===== config.mk =====
export PLATFORM = sky130hd
export DESIGN_NAME = mtg_ctrl
export DESIGN_NICKNAME = d
export VERILOG_FILES = /design/src/rtl/mtg_pkg.sv /design/src/rtl/mtg_ctrl.sv
export SDC_FILE = /design/constraint.sdc
export NUM_CORES = 1
export LEC_CHECK = 0
export ABC_AREA = 1
export ABC_CLOCK_PERIOD_IN_PS = 1370
export BUFFER_PORTS_ARGS = -buffer_cell sky130_fd_sc_hd__buf_4
export CAP_MARGIN = 20
export CELL_PAD_IN_SITES_DETAIL_PLACEMENT = 0
export CELL_PAD_IN_SITES_GLOBAL_PLACEMENT = 2
export CORE_MARGIN = 2
export CORE_UTILIZATION = 21
export CTS_CLUSTER_DIAMETER = 100
export DETAILED_ROUTE_END_ITERATION = 8
export GPL_TIMING_DRIVEN = 0
export PLACE_DENSITY = 0.73
export SLEW_MARGIN = 20
export SYNTH_ARGS = -nofsm -noshare
export SYNTH_HDL_FRONTEND = slang
export SYNTH_SLANG_ARGS = --single-unit

===== constraint.sdc =====
create_clock -name clk -period 1.37 [get_ports clk]
set_clock_uncertainty 0.05 [all_clocks]
set_input_delay 0.0685 -clock clk [delete_from_list [all_inputs] [get_ports clk]]
set_output_delay 0.0685 -clock clk [all_outputs]
set_load 0.01 [all_outputs]

===== src/rtl/mtg_pkg.sv =====
// Shared constants, types and the tempering function of the MT19937 generator.
package mtg_pkg;

  localparam int MT_N = 624;
  localparam int MT_M = 397;
  localparam int IDX_W = 10;

  localparam logic [31:0] MT_MATRIX   = 32'h9908_B0DF;
  localparam logic [31:0] MT_TEMPER_B = 32'h9D2C_5680;
  localparam logic [31:0] MT_TEMPER_C = 32'hEFC6_0000;
  localparam logic [31:0] MT_MULT     = 32'd1812433253;
  localparam logic [31:0] SEED_RESET  = 32'd5489;

  localparam logic [IDX_W-1:0] IDX_LAST   = IDX_W'(MT_N - 1);
  localparam logic [IDX_W-1:0] IDX_WRAP_M = IDX_W'(MT_N - MT_M);
  localparam logic [IDX_W-1:0] IDX_OFS_M  = IDX_W'(MT_M);

  typedef enum logic [2:0] {
    ST_IDLE,
    ST_SEED_INIT,
    ST_SEED_MUL,
    ST_SEED_ADD,
    ST_READ,
    ST_WRITE
  } mtg_state_t;

  typedef struct packed {
    logic seed_init;
    logic seed_mul;
    logic seed_add;
    logic rd;
    logic commit;
  } mtg_cmd_t;

  typedef struct packed {
    logic seed_last;
  } mtg_sts_t;

  function automatic logic [31:0] mt_temper(input logic [31:0] x);
    logic [31:0] y;
    y = x ^ (x >> 11);
    y = y ^ ((y << 7) & MT_TEMPER_B);
    y = y ^ ((y << 15) & MT_TEMPER_C);
    y = y ^ (y >> 18);
    return y;
  endfunction

endpackage


===== src/rtl/mtg_ctrl.sv =====
// Controller state machine: sequences seeding passes and per-word twist/draw steps.
module mtg_ctrl (
  input  logic              clk,
  input  logic              rst_n,
  input  logic              in_valid,
  input  logic              in_reseed,
  output logic              in_ready,
  input  logic              out_ready,
  output logic              out_valid,
  output mtg_pkg::mtg_cmd_t cmd,
  input  mtg_pkg::mtg_sts_t sts
);
  import mtg_pkg::*;

  mtg_state_t state_r, state_nxt;
  logic       pend_r, pend_nxt;
  logic       out_valid_r, out_valid_nxt;
  logic       out_free;
  logic       commit;
  logic       accept;

  assign out_free = !out_valid_r || out_ready;
  assign commit   = (state_r == ST_WRITE) && out_free;
  assign in_ready = (state_r == ST_IDLE) || commit;
  assign accept   = in_valid && in_ready;
  assign out_valid = out_valid_r;

  always_comb begin
    state_nxt = state_r;
    case (state_r)
      ST_IDLE: begin
        if (accept) state_nxt = in_reseed ? ST_SEED_INIT : ST_READ;
      end
      ST_SEED_INIT: state_nxt = ST_SEED_MUL;
      ST_SEED_MUL:  state_nxt = ST_SEED_ADD;
      ST_SEED_ADD: begin
        if (sts.seed_last) state_nxt = pend_r ? ST_READ : ST_IDLE;
        else state_nxt = ST_SEED_MUL;
      end
      ST_READ: state_nxt = ST_WRITE;
      ST_WRITE: begin
        if (commit) begin
          if (accept) state_nxt = in_reseed ? ST_SEED_INIT : ST_READ;
          else state_nxt = ST_IDLE;
        end
      end
      default: state_nxt = ST_IDLE;
    endcase
  end

  always_comb begin
    cmd           = '0;
    cmd.seed_init = (state_r == ST_SEED_INIT);
    cmd.seed_mul  = (state_r == ST_SEED_MUL);
    cmd.seed_add  = (state_r == ST_SEED_ADD);
    cmd.rd        = (state_r == ST_READ);
    cmd.commit    = commit;
  end

  always_comb begin
    pend_nxt = pend_r;
    if (accept && in_reseed) pend_nxt = 1'b1;
    else if ((state_r == ST_SEED_ADD) && sts.seed_last) pend_nxt = 1'b0;
  end

  always_comb begin
    out_valid_nxt = out_valid_r;
    if (commit) out_valid_nxt = 1'b1;
    else if (out_ready) out_valid_nxt = 1'b0;
  end

  always_ff @(posedge clk) begin
    if (!rst_n) begin
      state_r     <= ST_SEED_INIT;
      pend_r      <= 1'b0;
      out_valid_r <= 1'b0;
    end else begin
      state_r     <= state_nxt;
      pend_r      <= pend_nxt;
      out_valid_r <= out_valid_nxt;
    end
  end

`ifndef SYNTHESIS
  a_commit_shows: assert property (@(posedge clk) disable iff (!rst_n)
    commit |=> out_valid_r)
    else $error("completed draw did not present a word");

  a_reseed_starts: assert property (@(posedge clk) disable iff (!rst_n)
    (accept && in_reseed) |=> (state_r == ST_SEED_INIT))
    else $error("reseed transaction did not start a seeding pass");

  a_reset_pass_idles: assert property (@(posedge clk) disable iff (!rst_n)
    ((state_r == ST_SEED_ADD) && sts.seed_last && !pend_r) |=> (state_r == ST_IDLE))
    else $error("reset seeding pass did not end idle");

  a_read_then_write: assert property (@(posedge clk) disable iff (!rst_n)
    (state_r == ST_READ) |=> (state_r == ST_WRITE))
    else $error("table read not followed by write step");

  a_no_accept_seeding: assert property (@(posedge clk) disable iff (!rst_n)
    ((state_r == ST_SEED_MUL) || (state_r == ST_SEED_ADD)) |-> !in_ready)
    else $error("request taken during seeding");
`endif

endmodule


[After elaboration in Yosys (flattened, before gate mapping)]
Index checks and enable logic that the tools add are counted.
Storage, ports and cells
  register bits: 5
  output and inout port bits: 7
Cells by class
  equal/unequal tests: 7
  muxes and demuxes: 11
  reductions and logical operators: 11
Operators by type and width (number)
  2-to-1 mux 3 bit: 6
  one-hot mux 3 bit (6 select lines): 1
  equality test 3 x 2 -> 1 bit, second input constant: 2
  equality test 3 bit, second input constant: 2
  logical AND 1 bit: 4
  2-to-1 mux 1 bit: 4
  inequality test 2 bit, second input constant: 2
  nonzero test 2 bit: 2
  equality test 3 x 1 -> 1 bit, second input constant: 1
  logical NOT 3 bit: 1
  logical OR 1 bit: 2
  AND reduction 2 bit: 1
  logical NOT 1 bit: 1

[Longest topological paths before layout]
Gate-level depths: netlist of the first run.
  word-level depth: 8
  gate-level depth with buffers: 8
  depth with buffers taken out: 8

[Least setup slack after synthesis of the first run]
No wires, ideal clock.
  path type: register to register
  start point: register state_r[2]
  end point: register state_r[0]
  arrival time: 933 ps
  required time: 1204 ps
  slack: 270 ps
  stages on the path, launching flop included: 9
  buffers on the path: 1
  clock period less this slack: 1100 ps
  cell sequence: dfxtp_1 > buf_4 > inv_1 > nand2_1 > nand2_2 > nand3_2 > nor2_1 > o21ai_1 > nand2_1
Between the ends
  word-level cells in the longest chain between the ends: 7
  elaborated cells on any way between the ends: 15
RTL lines
  from (decl): RTL line mtg_ctrl.sv:15  | mtg_state_t state_r, state_nxt;
  from (signal assigned): RTL line mtg_ctrl.sv:78  | state_r <= state_nxt;
  equality test 3 bit: RTL line mtg_ctrl.sv:23  | assign commit = (state_r == ST_WRITE) && out_free;
  logical AND 1 bit: RTL line mtg_ctrl.sv:23
  logical OR 1 bit (*): RTL line mtg_ctrl.sv:24  | assign in_ready = (state_r == ST_IDLE) || commit;
  via in_ready: RTL line mtg_ctrl.sv:7  | output logic in_ready,
  logical AND 1 bit (*): RTL line mtg_ctrl.sv:25  | assign accept = in_valid && in_ready;
  2-to-1 mux 3 bit: RTL line mtg_ctrl.sv:43  | if (accept) state_nxt = in_reseed ? ST_SEED_INIT : ST_READ;
  2-to-1 mux 3 bit: RTL line mtg_ctrl.sv:42  | if (commit) begin
  one-hot mux 3 bit (6 select lines): RTL line mtg_ctrl.sv:30  | case (state_r)
The timed path passes the listed nets; every way through them passes the cells marked *. The select of a mux whose other input is x is not followed.
A chain may end at the register's enable or synchronous reset.

[Final worst setup path of the first run]
  start point: register state_r[2]
  end point: output port in_ready
Between the ends
  word-level cells in the longest chain between the ends: 3
  elaborated cells on any way between the ends: 4
RTL lines (RTL line)
  equality test 3 bit: mtg_ctrl.sv:23
  logical AND 1 bit: mtg_ctrl.sv:23
  logical OR 1 bit (*): mtg_ctrl.sv:24
  to (decl): mtg_ctrl.sv:7
Every way passes the cells marked *; elsewhere a longest branch is shown, timed or not.

==> results of run 1 <==
critical path, stage by stage, from the launching register on:
cell and delay (ns):
dfxtp_1 0.30, buf_4 0.15, inv_1 0.08, nand2_1 0.12
nand2_2 0.08, buf_4 0.14
state kept, by name, indices dropped and copies added (netlist names):
signal     count
state_r        3
pend_r         1
out_valid      1
cell families after synthesis:
logic type,Yosys count,share of synthesized area
compound gates,8,0.121
buf+inv,12,0.159
flops,5,0.303
simple gates,28,0.417
cell type report:
class                           count  area (um2)
Inverter                           10        37.5
Sequential cell                     5         103
Buffer                              2        15.0
Multi-Input combinational cell     36         178
Timing Repair Buffer               12        90.1
Clock buffer                        4        26.3
Tap cell                           16        20.0
Fill cell                         180        1020
synth_stat cells:
cell type  number  area (um2)
a21oi_1         4        20.0
nand2_1         7        26.3
nand3_1         3        15.0
nor2_2          1        6.26
nor3_1          1        5.00
nand4_1         1        6.26
nor2_4          1        11.3
nand2_2         1        6.26
buf_4           2        15.0
inv_1           9        33.8
o21ai_1         1        5.00
dfxtp_1         5         100
nor2_1         11        41.3
inv_2           1        3.75
nand3_2         2        20.0
o21ai_0         3        15.0
metal layers:
| metal | vias to the layer above | wire length, um | GRT usage |
|---|---|---|---|
| met2 | 8 | 315 | 0.124 |
| met5 | - | 0 | 0 |
| li1 | 196 | - | - |
| met3 | 4 | 39 | 0.0250 |
| met4 | 0 | 29 | 0.0909 |
| met1 | 152 | 345 | 0.0987 |
path summary, 6_finish.rpt:
| path | to | cells past startpoint |
|---|---|---|
| max | in_ready | 5 |
| min | state_r[1] | 3 |
| max reg2reg | state_r[0] | 8 |
| min reg2reg | pend_r | 2 |
power groups by stage:
stage / registers (W) / clock network [W] / logic (W)
after floorplan: 0.000174 / 0 / 0.0000925
after global placement: 0.000178 / 0 / 0.000151
after detailed placement: 0.000177 / 0 / 0.000149
after CTS: 0.000174 / 0.000174 / 0.000150
after global routing: 0.000178 / 0.000186 / 0.000166
final: 0.000176 / 0.000168 / 0.000147
metrics by stage:
| stage | hold WS, ns | total power, W |
|---|---|---|
| after floorplan | 0.175 | 0.000267 |
| after global placement | 0.302 | 0.000329 |
| after detailed placement | 0.310 | 0.000326 |
| after CTS | 0.0600 | 0.000498 |
| after global routing | 0.0856 | 0.000530 |
| final | 0.0643 | 0.000491 |
==> out/metrics.csv, run 1 <==
stage,metric,value,unit
die,row count,14,
synthesis,sequential-to-total area share from yosys stat,0.303,
clock_tree,"Hold-fix buffers, CTS",0,
die,initial core utilization,0.222,
power,Pleak,0.238,nW
power,maximum vdd drop,0.000431,V
global_routing,global-route wire length before repair,1160,um
place,Detail Placement HPWL,597,um
place,pre-CTS setup slack,0.174,ns
global_routing,initial antenna violation count,0,
die,Core Area,1490,um2
clock_tree,Worst-Skew Late Latency,0.24,ns
power,Flop pwr share,0.359,
sta,RSZ-0062 raised after global routing,no,
worst_setup_path,worst r2r src,state_r[2],
sta,setup TNS,0,ns
sta,final worst setup slack,0.146,ns
clock_tree,clock tree root driver cell,clkbuf_4,
clock_tree,clock sinks,5,
cells_and_area,share of cells above drive strength 1,0.362,
route,Vias per Instance,4.24,
synthesis,Synth Warn #,0,
worst_setup_path,WP data arrival,1.11,ns
worst_setup_path,R2R Setup Slk,0.19,ns
route,drt initial violations,2,
run,maxcap violations,0,
place,Port Buf Inserts,12,
sta,Worst Max-Slew Pin Slew,0.195,ns
die,Chip Width,43.7,um
die,num ports,13,
cells_and_area,Final nets,76,
synthesis,average size of a mapped cell,6.23,um2
route,vias,360,
power,combinational fraction of design power,0.299,
clock_tree,H-tree levels,1,
sta,post-route minimum period,1.22,ns
place,DP Cell Count,81,
route,Routed WL per cell,8.58,um
cells_and_area,"Core Util, Final",0.315,
clock_tree,CTS resizes,0,
sta,Final Cycle Share,0.894,
place,Final Wtd Congestion,0.682,
route,First-pass DRT Iterations,4,
sta,maximum clock frequency,817,MHz
route,post-route ant nets,0,
cells_and_area,fin cells,85,
worst_setup_path,WS Path Type,flip-flop to output port,
route,Post-Route WL,729,um
worst_setup_path,worst path required time,1.25,ns
global_routing,global route overflow,0,
power,Power Internal,0.000339,W
synthesis,Mapped Nets,59,
cells_and_area,Synth-to-Final Area Change,42.0,%
global_routing,vias in the first global route,297,
place,Post-DP Area,440,um2
die,Die ar.,1910,um2
sta,slew margin rel.,0.870,
cells_and_area,ANT cells,0,
worst_setup_path,CP endpoint kind,output port,
power,clock power share,0.342,
outcome,status,completed,
synthesis,Seq cells post-synth,5,
global_routing,largest net degree at the start of global routing,10,
synthesis,post-synthesis cell count,53,
route,Remaining DRCs,0,
synthesis,Synth cell types,16,
hold_path,min-delay src,rst_n,
worst_setup_path,CP startpoint,state_r[2],
clock_tree,post-CTS setup buffers,0,
power,P_sw,0.000152,W
global_routing,GRT Overall Usage,0.0868,
worst_setup_path,"Max FO, Critical Path",9,
sta,count of final hold-check violations,0,
clock_tree,CTS tree,built,
sta,endpoints failing setup,0,
power,Sw Ratio,0.310,
cells_and_area,"commonest non-fill, non-tap cell in the layout",buf_4,
clock_tree,clock slew at reported path FFs,0.04,ns
power,Pwr Density,1050,nW/um2
clock_tree,CTS Buf Count,3,
hold_path,Worst Hold Class,input port to flip-flop,
sta,Slew Limit Fails,0,
die,Die Ht,43.7,um
cells_and_area,cell area after layout,469,um2
clock_tree,clk buf depth,2,
synthesis,synthesized cell area,330,um2
cells_and_area,most frequent cells in the layout,"14 x buf_4, 11 x nor2_1, 9 x inv_1",
worst_setup_path,CP Launch Type,flip-flop,
No activity file was read; power rests on OpenSTA's default activity.
==> inputs of run 2 (changes only) <==
--- a/config.mk
+++ b/config.mk
@@ -9,14 +9,13 @@
 export ABC_CLOCK_PERIOD_IN_PS = 1370
 export BUFFER_PORTS_ARGS = -buffer_cell sky130_fd_sc_hd__buf_4
 export CAP_MARGIN = 20
-export CELL_PAD_IN_SITES_DETAIL_PLACEMENT = 0
-export CELL_PAD_IN_SITES_GLOBAL_PLACEMENT = 2
-export CORE_MARGIN = 2
-export CORE_UTILIZATION = 21
+export CORE_AREA = 2 2 39 41
 export CTS_CLUSTER_DIAMETER = 100
 export DETAILED_ROUTE_END_ITERATION = 8
+export DIE_AREA = 0 0 41 43
 export GPL_TIMING_DRIVEN = 0
-export PLACE_DENSITY = 0.73
+export PLACE_DENSITY = 0.48
+export RECOVER_POWER = 100
 export SLEW_MARGIN = 20
 export SYNTH_ARGS = -nofsm -noshare
 export SYNTH_HDL_FRONTEND = slang
==> out/metrics.csv, run 2 (synthesis gave the netlist of run 1 again) <==
stage,metric,value,unit,change
place,Port Buf Inserts,12,,unchanged
hold_path,min-delay src,rst_n,,
clock_tree,clock tree root driver cell,clkbuf_4,,
place,pre-CTS setup slack,0.185,ns,+0.0115 ns
route,vias,366,,+1.7%
sta,count of final hold-check violations,0,,unchanged
cells_and_area,Final nets,76,,unchanged
worst_setup_path,max incr delay on CP,0.45,ns,+0.15 ns
worst_setup_path,"Max FO, Critical Path",5,,-4
sta,RSZ-0062 raised after global routing,no,,
cells_and_area,most frequent cells in the layout,"11 x buf_4, 10 x nor2_1, 9 x inv_1",,
cells_and_area,share of cells above drive strength 1,0.319,,-0.0435
worst_setup_path,CP max-delay cell,dfxtp_1,,
sta,maximum clock frequency,793,MHz,-2.9%
run,maxcap violations,0,,unchanged
cells_and_area,area of the multi-input gates,178,um2,unchanged
worst_setup_path,R2R Setup Slk,0.19,ns,about the same
global_routing,initial antenna violation count,0,,unchanged
cells_and_area,Synth-to-Final Area Change,38.6,%,
die,Die ar.,1760,um2,-7.5%
sta,Final Cycle Share,0.920,,+0.0267
cells_and_area,# fillers,166,,-7.8%
route,Routed WL per cell,8.75,um,+2.1%
sta,post-route minimum period,1.26,ns,+0.0365 ns
global_routing,global-route wire length before repair,1190,um,+2.3%
route,Post-Route WL,744,um,+2.1%
die,row count,14,,unchanged
global_routing,largest net degree at the start of global routing,10,,unchanged
worst_setup_path,Reg2Reg Depth,8,,unchanged
clock_tree,clk buf depth,2,,unchanged
clock_tree,CTS Buf Count,3,,unchanged
worst_setup_path,CP endpoint kind,output port,,
global_routing,global route overflow,0,,unchanged
power,Pwr Density,1060,nW/um2,+1.1%
route,drt initial violations,5,,+3
clock_tree,clock sinks,5,,unchanged
worst_setup_path,worst r2r src,state_r[2],,
worst_setup_path,worst path required time,1.25,ns,about the same
place,Detail Placement HPWL,602,um,+0.80%
worst_setup_path,CP Launch Type,flip-flop,,
cells_and_area,max FFs per register,3,,unchanged
worst_setup_path,WP data arrival,1.14,ns,+0.03 ns
global_routing,vias in the first global route,300,,+1.0%
sta,Slew Limit Fails,0,,unchanged
worst_setup_path,worst-path cell chain,inv_1 -> nor2_1 -> inv_1 -> nor2_1 -> buf_4,,
sta,final worst setup slack,0.109,ns,-0.0365 ns
sta,slew margin rel.,0.834,,-0.0352
route,First-pass DRT Iterations,4,,unchanged
clock_tree,H-tree levels,1,,unchanged
cells_and_area,"Most flops, register",state_r,,
outcome,status,completed,,
worst_setup_path,CP startpoint,state_r[1],,
hold_path,Hold EP,state_r[1],,
cells_and_area,"commonest non-fill, non-tap cell in the layout",buf_4,,
power,maximum vdd drop,0.000332,V,-23%
sta,Worst Max-Slew Pin Slew,0.248,ns,+0.0531 ns
die,Chip Width,41,um,-6.1%
worst_setup_path,WS Path Type,flip-flop to output port,,
worst_setup_path,Crit Reg-Reg Endpoint,state_r[0],,
die,initial core utilization,0.239,,+0.0168
die,Die Ht,43,um,-1.5%
route,Vias per Instance,4.31,,+1.7%
die,Core Area,1380,um2,-7.1%
clock_tree,CTS tree,built,,
sta,setup TNS,0,ns,unchanged
hold_path,Worst Hold Class,input port to flip-flop,,
route,Remaining DRCs,0,,unchanged
cells_and_area,sequential cell area,101,um2,-1.2%
die,num ports,13,,unchanged
global_routing,GRT Overall Usage,0.107,,+0.0197
clock_tree,Worst-Skew Late Latency,0.24,ns,about the same
hold_path,worst hold path depth,3,,unchanged
power,Pleak,0.230,nW,-3.7%
place,Final Wtd Congestion,0.691,,+1.3%
sta,endpoints failing setup,0,,unchanged
route,post-route ant nets,0,,unchanged
cells_and_area,ANT cells,0,,unchanged
clock_tree,clock slew at reported path FFs,0.04,ns,about the same
run 2: worst max-delay path, delay by kind of cell, from the launching register on:
| family | cells | cell delay (ns) |
|---|---|---|
| buffers and inverters | 3 | 0.28 |
| DFF | 1 | 0.45 |
| and+or+nand+nor | 2 | 0.17 |
run 2: final cells by class:
class                      instances  area share
timing repair buffer              12       0.175
sequential                         5       0.221
inverter                          10      0.0820
tap                               16      0.0437
buffer                             2      0.0328
clock buffer                       4      0.0574
multi-input combinational         36       0.388
run 2: metrics by stage:
step | power [W] | cell area, um2 | util | std cells | hold slack (ns)
2_1_floorplan | 0.000267 | 330 | - | 53 | 0.175
3_3_place_gp | 0.000327 | 440 | 0.318 | 81 | 0.310
3_5_place_dp | 0.000326 | 440 | 0.318 | 81 | 0.317
4_1_cts | 0.000494 | 467 | 0.337 | 85 | 0.0662
5_1_grt | 0.000522 | 458 | 0.331 | 85 | 0.101
6_report | 0.000484 | 458 | 0.331 | 85 | 0.0569
run 2: what timing repair did:
item / in CTS / in global routing
gates resized for setup: 0 / 2
hold buffers: 0 / 0
endpoints found under the setup margin: 0 / 3
endpoints found under the hold margin: 0 / 0
setup buffers: 0 / 0
run 2: routing by layer:
layer,track usage,vias to the layer above,routed length (um)
met4,0.100,0,16
met3,0.0314,3,72
met1,0.123,154,327
li1,-,195,-
met2,0.147,14,328
met5,0,-,0
run 2: report_power, final:
group / leakage, nW / switching [W] / internal (W)
clock: 0.0150 / 0.0000596 / 0.000110
combinational: 0.174 / 0.0000785 / 0.0000597
sequential: 0.0411 / 0.0000165 / 0.000160
total: 0.230 / 0.000155 / 0.000330
run 2: worst max-delay path by stage:
| stage | endpoint | slack, ns |
|---|---|---|
| 2_1_floorplan | state_r[0] | 0.27 |
| 3_3_place_gp | state_r[0] | 0.16 |
| 3_5_place_dp | state_r[0] | 0.19 |
| 4_1_cts | cmd[0] | 0.05 |
| 5_1_grt | in_ready | 0.02 |
| 6_report | cmd[3] | 0.11 |
